==> config.mk <==
export PLATFORM = sky130hd
export DESIGN_NAME = priority_flow_scheduler
export DESIGN_NICKNAME = d
export VERILOG_FILES = /design/src/hw/rtl/pfs_pkg.sv /design/src/hw/rtl/pfs_cell.sv /design/src/hw/rtl/priority_flow_scheduler.sv
export SDC_FILE = /design/constraint.sdc
export NUM_CORES = 2
export LEC_CHECK = 0
export BUFFER_PORTS_ARGS = -buffer_cell sky130_fd_sc_hd__buf_4
export CAP_MARGIN = 20
export CORE_ASPECT_RATIO = 1.2
export CORE_MARGIN = 5
export CORE_UTILIZATION = 40
export CTS_BUF_LIST = sky130_fd_sc_hd__clkbuf_4 sky130_fd_sc_hd__clkbuf_8
export DETAILED_ROUTE_END_ITERATION = 8
export GPL_TIMING_DRIVEN = 1
export HOLD_SLACK_MARGIN = 0.05
export PLACE_DENSITY = 0.59
export SLEW_MARGIN = 5
export SYNTH_ARGS = -nofsm -noshare
export SYNTH_HDL_FRONTEND = slang
export SYNTH_SLANG_ARGS = --single-unit
==> constraint.sdc <==
create_clock -name i_clk -period 9.1 [get_ports i_clk]
set_clock_uncertainty 0.2 [all_clocks]
set_input_delay 1.82 -clock i_clk [delete_from_list [all_inputs] [get_ports i_clk]]
set_output_delay 1.82 -clock i_clk [all_outputs]
set_load 0.01 [all_outputs]
==> src/hw/rtl/pfs_pkg.sv <==
// pfs_pkg: shared types and constants of the priority flow scheduler
// queue depth, entry layout, cell control struct
// no dependencies
package pfs_pkg;

    localparam int QUEUE_DEPTH = 16;
    localparam int CNT_W       = $clog2(QUEUE_DEPTH + 1);

    localparam int IN_TDATA_W  = 56;
    localparam int OUT_TDATA_W = 24;

    localparam logic FUNC_ARRIVE = 1'b0;
    localparam logic FUNC_FINISH = 1'b1;

    // first member is the most significant; the key is everything above the id
    typedef struct packed {
        logic [7:0]  prio_value;
        logic [15:0] arrival_tenths;
        logic [15:0] xmit_tenths;
        logic [7:0]  input_order;
        logic [7:0]  flow_id;
    } t_entry;

    typedef struct packed {
        logic insert;
        logic pop;
    } t_cell_ctrl;

    function automatic logic [47:0] entry_key(input t_entry e);
        entry_key = {e.prio_value, e.arrival_tenths, e.xmit_tenths, e.input_order};
    endfunction

endpackage

==> src/hw/rtl/pfs_cell.sv <==
// pfs_cell: one slot of the sorted waiting queue
// compares its key with the arriving flow and shifts left or right as told
// depends on pfs_pkg
module pfs_cell
    import pfs_pkg::*;
(
    input  logic       i_clk,
    input  t_cell_ctrl i_ctrl,
    input  logic       i_occupied,
    input  t_entry     i_new_entry,
    input  t_entry     i_left_entry,
    input  logic       i_left_stays,
    input  t_entry     i_right_entry,
    output t_entry     o_entry,
    output logic       o_stays
);

    t_entry r_entry;
    t_entry n_entry;

    // entry keeps its slot when strictly ahead of the new flow
    assign o_stays = i_occupied && (entry_key(r_entry) < entry_key(i_new_entry));
    assign o_entry = r_entry;

    always_comb begin
        n_entry = r_entry;
        if (i_ctrl.insert) begin
            if (o_stays) begin
                n_entry = r_entry;
            end else if (i_left_stays) begin
                // first slot behind the ones that stay takes the new flow
                n_entry = i_new_entry;
            end else begin
                // head sees the new flow as its left neighbor
                n_entry = i_left_entry;
            end
        end else if (i_ctrl.pop) begin
            n_entry = i_right_entry;
        end
    end

    always_ff @(posedge i_clk) begin
        r_entry <= n_entry;
    end

endmodule

==> src/hw/rtl/priority_flow_scheduler.sv <==
// priority_flow_scheduler: non-preemptive priority scheduler for one shared link
// top level with link state, result register and a row of pfs_cell slots
// depends on pfs_pkg and pfs_cell
//
// One flow holds the link at a time. An arrive transfer (tuser = 0) starts the
// flow at once when the link is idle; otherwise the flow is placed in a sorted
// waiting queue of QUEUE_DEPTH slots and the result names the flow it waits on.
// Order is ascending by priority value, then arrival time, then transmission
// time, then input order; a new flow goes ahead of any entry with an equal key.
// A finish transfer (tuser = 1) retires the transmitting flow and starts the
// head of the queue if there is one. An arrival into a full queue or a finish
// on an idle link is dropped and flagged, leaving the state as it was. Every
// input transfer gives exactly one result transfer. The queue is a chain of
// identical cells: on an insert each cell compares its key with the new flow
// in parallel and either holds, takes the new flow or takes its left neighbor;
// when a finish pops the head every cell takes its right neighbor. This
// compare-and-shift lets one item be accepted every clock cycle, with the
// result in the output register in the next cycle; the input stalls only
// while that register holds a result that is not taken.
module priority_flow_scheduler
    import pfs_pkg::*;
(
    input  logic                   i_clk,
    input  logic                   i_rst_n,
    // input stream
    input  logic                   i_s_tvalid,
    output logic                   o_s_tready,
    // flow_id[7:0], prio_value[15:8], arrival_tenths[31:16],
    // xmit_tenths[47:32], input_order[55:48]
    input  logic [IN_TDATA_W-1:0]  i_s_tdata,
    // func[0]
    input  logic                   i_s_tuser,
    // result stream
    output logic                   o_m_tvalid,
    input  logic                   i_m_tready,
    // start_valid[0], start_flow_id[8:1], wait_valid[9],
    // wait_on_flow_id[17:10], dropped[18], waiting_count[23:19]
    output logic [OUT_TDATA_W-1:0] o_m_tdata
);

    // link state
    logic             r_busy;
    logic             n_busy;
    logic [7:0]       r_cur_flow;
    logic [7:0]       n_cur_flow;
    logic [CNT_W-1:0] r_count;
    logic [CNT_W-1:0] n_count;

    // result register
    logic                   r_out_valid;
    logic [OUT_TDATA_W-1:0] r_out_data;

    logic       accept;
    t_entry     new_entry;
    t_cell_ctrl cell_ctrl;

    // result fields of the item being accepted
    logic       res_start;
    logic [7:0] res_start_id;
    logic       res_wait;
    logic [7:0] res_wait_on;
    logic       res_dropped;

    t_entry                 cell_entry [QUEUE_DEPTH];
    logic [QUEUE_DEPTH-1:0] cell_stays;
    logic [QUEUE_DEPTH-1:0] cell_occ;

    // output register frees up when its result is taken
    assign o_s_tready = !r_out_valid || i_m_tready;
    assign accept     = i_s_tvalid && o_s_tready;
    assign o_m_tvalid = r_out_valid;
    assign o_m_tdata  = r_out_data;

    assign new_entry.flow_id        = i_s_tdata[7:0];
    assign new_entry.prio_value     = i_s_tdata[15:8];
    assign new_entry.arrival_tenths = i_s_tdata[31:16];
    assign new_entry.xmit_tenths    = i_s_tdata[47:32];
    assign new_entry.input_order    = i_s_tdata[55:48];

    // decide what the item does to link, queue and result
    always_comb begin
        n_busy           = r_busy;
        n_cur_flow       = r_cur_flow;
        n_count          = r_count;
        cell_ctrl.insert = 1'b0;
        cell_ctrl.pop    = 1'b0;
        res_start        = 1'b0;
        res_start_id     = 8'd0;
        res_wait         = 1'b0;
        res_wait_on      = 8'd0;
        res_dropped      = 1'b0;
        if (i_s_tuser == FUNC_ARRIVE) begin
            if (!r_busy) begin
                // idle link: start right away
                n_busy       = 1'b1;
                n_cur_flow   = new_entry.flow_id;
                res_start    = 1'b1;
                res_start_id = new_entry.flow_id;
            end else if (r_count == CNT_W'(QUEUE_DEPTH)) begin
                res_dropped = 1'b1;
            end else begin
                cell_ctrl.insert = 1'b1;
                n_count          = r_count + CNT_W'(1);
                res_wait         = 1'b1;
                res_wait_on      = r_cur_flow;
            end
        end else begin
            if (!r_busy) begin
                res_dropped = 1'b1;
            end else if (r_count == '0) begin
                n_busy = 1'b0;
            end else begin
                // head of queue takes the link
                cell_ctrl.pop = 1'b1;
                n_cur_flow    = cell_entry[0].flow_id;
                n_count       = r_count - CNT_W'(1);
                res_start     = 1'b1;
                res_start_id  = cell_entry[0].flow_id;
            end
        end
        if (!accept) begin
            cell_ctrl.insert = 1'b0;
            cell_ctrl.pop    = 1'b0;
        end
    end

    // row of queue cells, head at index 0
    genvar gi;
    generate
        for (gi = 0; gi < QUEUE_DEPTH; gi++) begin : g_cell
            t_entry left_entry;
            t_entry right_entry;
            logic   left_stays;

            assign cell_occ[gi] = (CNT_W'(gi) < r_count);

            if (gi == 0) begin : g_head
                assign left_entry = new_entry;
                assign left_stays = 1'b0;
            end else begin : g_body
                assign left_entry = cell_entry[gi-1];
                assign left_stays = cell_stays[gi-1];
            end

            if (gi == QUEUE_DEPTH - 1) begin : g_tail
                assign right_entry = cell_entry[gi];
            end else begin : g_mid
                assign right_entry = cell_entry[gi+1];
            end

            pfs_cell u_cell (
                .i_clk         (i_clk),
                .i_ctrl        (cell_ctrl),
                .i_occupied    (cell_occ[gi]),
                .i_new_entry   (new_entry),
                .i_left_entry  (left_entry),
                .i_left_stays  (left_stays),
                .i_right_entry (right_entry),
                .o_entry       (cell_entry[gi]),
                .o_stays       (cell_stays[gi])
            );
        end
    endgenerate

    // link state and output valid
    always_ff @(posedge i_clk) begin
        if (!i_rst_n) begin
            r_busy      <= 1'b0;
            r_cur_flow  <= 8'd0;
            r_count     <= '0;
            r_out_valid <= 1'b0;
        end else begin
            if (accept) begin
                r_busy      <= n_busy;
                r_cur_flow  <= n_cur_flow;
                r_count     <= n_count;
                r_out_valid <= 1'b1;
            end else if (i_m_tready) begin
                r_out_valid <= 1'b0;
            end
        end
    end

    // result payload, no reset needed
    always_ff @(posedge i_clk) begin
        if (accept) begin
            r_out_data <= {5'(n_count), res_dropped, res_wait_on, res_wait,
                           res_start_id, res_start};
        end
    end

    // queue never holds more than its depth
    a_count_bound: assert property (@(posedge i_clk) disable iff (!i_rst_n)
        r_count <= CNT_W'(QUEUE_DEPTH))
        else $error("waiting count above queue depth");

    // nobody waits while the link is idle
    a_idle_empty: assert property (@(posedge i_clk) disable iff (!i_rst_n)
        !r_busy |-> (r_count == '0))
        else $error("queue not empty on idle link");

    // a queued arrival grows the queue by one
    a_insert_grows: assert property (@(posedge i_clk) disable iff (!i_rst_n)
        (accept && cell_ctrl.insert) |=> (r_count == $past(r_count) + CNT_W'(1)))
        else $error("insert did not grow queue");

    // a dropped item neither starts nor queues a flow
    a_drop_clean: assert property (@(posedge i_clk) disable iff (!i_rst_n)
        (o_m_tvalid && o_m_tdata[18]) |-> (!o_m_tdata[0] && !o_m_tdata[9]))
        else $error("dropped result also starts or queues");

    // a finish that starts a flow hands it the old queue head
    a_pop_head: assert property (@(posedge i_clk) disable iff (!i_rst_n)
        (accept && cell_ctrl.pop) |=> (r_cur_flow == $past(cell_entry[0].flow_id)))
        else $error("started flow is not the queue head");

endmodule
Yosys cells after proc, flatten, opt, wreduce, memory -nomap -nowiden
Cells that the tools add are included.
- reduce and logical (&&, ||, !) cells: 40
- $lt $le $gt $ge: 32
- bitwise logic cells: 2
- muxes and demuxes: 88
- $add $sub $neg: 2
- equal/unequal tests: 19
- operators with widths (kind ; number):
    56-bit 2-to-1 mux ; 60
    48-bit less-than comparator ; 16
    8-bit 2-to-1 mux ; 8
    4-bit by 5-bit less-than comparator with 1-bit output, first input constant ; 8
    2-bit inequality test, second input constant ; 17
    2-bit AND reduction ; 16
    5-bit 2-to-1 mux ; 5
    3-bit by 5-bit less-than comparator with 1-bit output, first input constant ; 4
    1-bit logical AND ; 17
    1-bit 2-to-1 mux ; 14
    1-bit by 5-bit less-than comparator with 1-bit output, first input constant ; 2
    2-bit by 5-bit less-than comparator with 1-bit output, first input constant ; 2
    5-bit by 1-bit adder with 5-bit output, second input constant ; 1
    5-bit equality test, second input constant ; 1
    5-bit logical NOT ; 1
    5-bit by 1-bit subtractor with 5-bit output, second input constant ; 1
    4-bit AND reduction ; 1
    2-bit nonzero test ; 2
    3-bit OR reduction ; 1
    2-bit 2-to-1 mux ; 1
    2-bit by 1-bit inequality test with 1-bit output, second input constant ; 1
    1-bit NOT ; 2
    1-bit logical NOT ; 1
    1-bit logical OR ; 1
- logic and storage cells: 269
- input bits: 61
- output and inout bits: 26
- flip-flop bits (word level): 935

Depth between registers and ports, before layout
- depth after elaboration: 7
- depth in mapped cells: 13
- gate-level depth less buffers: 10

Cells and area by module
Synthesis repeated with hierarchy kept, for this count alone.
- cells, all modules: 6809
- area, all modules: 66516.3 um^2
- by module, submodules not included (module ; seq. area each (um^2) ; cells each ; area an instance (um^2) ; instances):
    pfs_cell (g_cell[0].u_cell ...) ; 1681.6 ; 413 ; 4027.6 ; 15
    pfs_cell (g_cell[2].u_cell) ; 1681.6 ; 412 ; 4022.6 ; 1
    priority_flow_scheduler ; 1021.0 ; 202 ; 2079.5 ; 1

Worst setup path after synthesis
OpenSTA, ideal clock, no wires.
- path kind: input -> register
- from: in i_s_tdata[23]
- to: reg g_cell[5].u_cell.r_entry (netlist bit g_cell[5].u_cell.o_entry[0]) (enable)
- setup time: 0.494 ns
- arrival time: 6.541 ns
- required time: 8.406 ns
- buffers on the path: 2
- setup slack: 1.864 ns
- stages on the path: 10
- cell sequence: inv_1 -> ha_1 -> nand4_1 -> or3_1 -> nor2_1 -> a211o_1 -> a31oi_1 -> clkbuf_1 -> clkbuf_1 -> o221ai_1
- word-level cells in the longest chain between the ends: 4
- RTL lines (element ; line ; RTL):
    start, declared ; priority_flow_scheduler.sv:30 ; input logic [IN_TDATA_W-1:0] i_s_tdata,
    48-bit less-than comparator ; pfs_cell.sv:22 ; assign o_stays = i_occupied && (entry_key(r_entry) < entry_key(i_new_entry));
    1-bit logical AND ; pfs_cell.sv:22 ;
    2-bit inequality test (no line) ; - ;
    2-bit AND reduction (no line) ; - ;
    end signal, assigned ; pfs_cell.sv:43 ; r_entry <= n_entry;
    end, declared ; pfs_cell.sv:18 ; t_entry r_entry;
No other way between the ends.
A chain may end at the register's enable or synchronous reset.

Final worst setup path
- from: in i_s_tdata[49]
- to: reg g_cell[15].u_cell.r_entry (netlist bit g_cell[15].u_cell.o_entry[32]) (data pin)
- word-level cells in the longest chain between the ends: 3
- RTL lines (element ; line ; RTL):
    48-bit less-than comparator ; pfs_cell.sv:22 ;
    1-bit logical AND ; pfs_cell.sv:22 ;
    56-bit 2-to-1 mux ; pfs_cell.sv:30 ; end else if (i_left_stays) begin
    end signal, assigned ; pfs_cell.sv:43 ;
    end, declared ; pfs_cell.sv:18 ;
No other way between the ends.

==> metrics.txt <==
status=finished, final reports clean; Total Power=10.73 mW; setup bufs post-CTS=0; dpl hpwl=176500 um; EDFF count, synth=920; CP endpoint kind=flip-flop; Cell Rows=163; clock-pin slew on the worst setup and hold paths=0.06 ns; I/O pin cnt=87; GP Congestion=0.9625; CP delay by family, top=compound AO/OA/AOI/OAI gates; crit path DAT=6.84 ns; Post-CTS Hold Buffers=0; Pins Over Slew Limit=0; RSZ-0062 raised after global routing=no; ys async rst share=0%; final setup fails=0; number of max-cap violations=0; port bufs=86; final WL=265900 um; ys flop type=edfxtp_1; gr ovfl total=0; wire length per cell=30.18 um; Design Area, Final=71920 sq um; largest family of logic cells by synthesized area=compound AO/OA/AOI/OAI gates; most common cell after layout, fill and taps aside=edfxtp_1; CTS H-Tree Depth=4; Die Area=172600 sq um; CP bufs+invs=4; Post-Syn Area per Cell=9.883 sq um; Netlist Area Pre-Place=65750 sq um; fin crit period=6.365 ns; most frequent cells in the layout=edfxtp_1, nand2_1, ha_1; Post-Layout Cell Count=8812; crit-path cells=buf_4, inv_1, ha_1, a21o_1, a211oi_1, o21ai_1, a221oi_1, o21ai_1, o311ai_4, buf_4, buf_4, mux2_1; chip width=380.1 um; Worst-Skew Late Latency=0.97 ns; Leak Pwr=27.63 nW; proportion of layout cells with a drive suffix above 1=9.788%; CTS root buf=clkbuf_8; Hold/Removal Path Class=flip-flop to flip-flop; initial core utilization=40.10%; Peak supply drop=155.4 uV; die span in y=454.1 um; largest net degree at the start of global routing=180; post-synthesis compound-gate area fraction=20.27%; Worst slew margin=19.47%; yosys warns=0; Syn Inst Count=6653; vias=58150; Post-DP Area=68590 sq um; worst setup margin=2.735 ns; Antenna Nets Post-Route=0; Critical Path Slowest Stage Cell=a221oi_1; Clock Path Buffers=3; Final Hold Fails=0; share of the synthesized area in the top cell type=42.02%; crit share post-route=69.94%; gr usage total=29.60%; Synth Net Count=7469; CTS tree=done; iteration-0 DRC count of the detailed router=6824; top fanout value on the critical path=29; Distinct cells, synth=71; worst slew pin tran=1.208 ns; CORE AREA=164000 sq um; setup TNS=0 ns; Fmax=157.1 MHz; Power Density=149.3 nW/um^2; first-pass GRT wire length=383900 um; DR vias/cell=6.598; required time of the critical path=9.57 ns; synthesis-stage register bit count=935; DRC=0; CTS-repair resized insts=0; clock sinks=935; Synth Area in Simple Gates=15.45%; cell taking the most area after synthesis=edfxtp_1; Num CTS Buffers=170; cell mode on critical path=buf_4; xor/xnor share of the synthesized area=0.03996%; Setup crit start kind=input port; net total in the final layout=7340; Setup CP Type=input port to flip-flop; ranking of synthesized cells by area=edfxtp_1, ha_1, nand2_1, a21oi_1, o211ai_1; slowest stage delay, CP=0.98 ns; Adder-Cell Fraction of Synth Area=14.37%; DP Worst Slack=1.918 ns; post-placement cell count=8496; post-synthesis mux area share=3.777%; vias in the first global route=56380; post-synthesis sequential area ratio=42.47%; Area growth syn-to-layout=9.385%; initial antenna violation count=8; Pre-antenna DRT Iters=6
==> cell type report <==
cell class / instances / area (sq um)
Tap cell: 2145 / 2684
Clock inverter: 85 / 528.0
Antenna cell: 6 / 15.01
Fill cell: 15750 / 92050
Clock buffer: 224 / 2758
Inverter: 68 / 255.2
Multi-Input combinational cell: 5132 / 35910
Timing Repair Buffer: 217 / 1842
Sequential cell: 935 / 27930
==> per-layer routing <==
layer	vias to the layer above	wire length, um	GRT usage (%)
li1	25430	-	-
met1	28570	100800	35.71
met2	3273	121400	48.17
met3	862	23170	5.898
met4	6	20550	19.88
met5	-	45	0
==> through the flow <==
step / util (%) / hold WS, ns
6_report: 43.86 / 0.2928
3_5_place_dp: 41.83 / 0.2821
2_1_floorplan: - / 0.2642
3_3_place_gp: 41.79 / 0.2776
5_1_grt: 43.86 / 0.3149
4_1_cts: 43.84 / 0.2949
==> flip-flops by register name, indices dropped and copies added, names as in the netlist <==
| signal | cells |
|---|---|
| o_m_tdata | 24 |
| r_busy | 1 |
| r_cur_flow | 8 |
| g_cell.u_cell.o_entry | 896 |
| o_m_tvalid | 1 |
| r_count | 5 |
==> worst reg2reg max path, delay by kind of cell, from the launching register on <==
family / cells / cell delay (ns)
compound gates: 2 / 0.44
fa+ha+maj: 1 / 0.33
buf+inv: 2 / 1.28
flops: 1 / 0.46
simple gates: 5 / 2.08
==> worst paths after layout <==
path	start	end	slack, ns	cells after the start
setup reg to reg	g_cell[4].u_cell.o_entry[53]$_DFFE_PP_	g_cell[4].u_cell.o_entry[18]$_DFFE_PP_	3.84	10
hold reg to reg	r_cur_flow[1]$_SDFFE_PN0P_	r_cur_flow[1]$_SDFFE_PN0P_	0.29	1
hold / removal	r_cur_flow[1]$_SDFFE_PN0P_	r_cur_flow[1]$_SDFFE_PN0P_	0.29	1
setup / recovery	i_s_tdata[49]	g_cell[15].u_cell.o_entry[32]$_DFFE_PP_	2.74	12
==> report_power, final <==
group	leakage (nW)	switching [mW]	internal, mW	total (mW)
Sequential	8.51	0.142	4.91	5.05
Combinational	17.4	1.05	0.506	1.55
Clock	1.75	2.08	2.05	4.13
==> kinds of logic after synthesis <==
family | Yosys count
adders and majority gates | 755
muxes | 234
and+or+nand+nor | 2308
buffers and inverters | 586
AOI/OAI and AO/OA | 1832
xor gates and xnor gates | 3
DFF | 935
==> cells in the mapped netlist (all sizes together), types with 17 or more instances <==
cell,instances
a211oi,90
a21o,199
a21oi,540
a221o,114
a221oi,72
a31oi,18
and3,17
buf,142
clkbuf,376
edfxtp,920
ha,755
inv,68
mux2,113
mux2i,121
nand2,906
nand2b,23
nand3,360
nand4,124
nor2,520
nor2b,25
nor3,249
o211ai,412
o21ai,127
o221a,112
o22a,57
or2,21
Note: power is estimated with default switching activity, not from simulation.
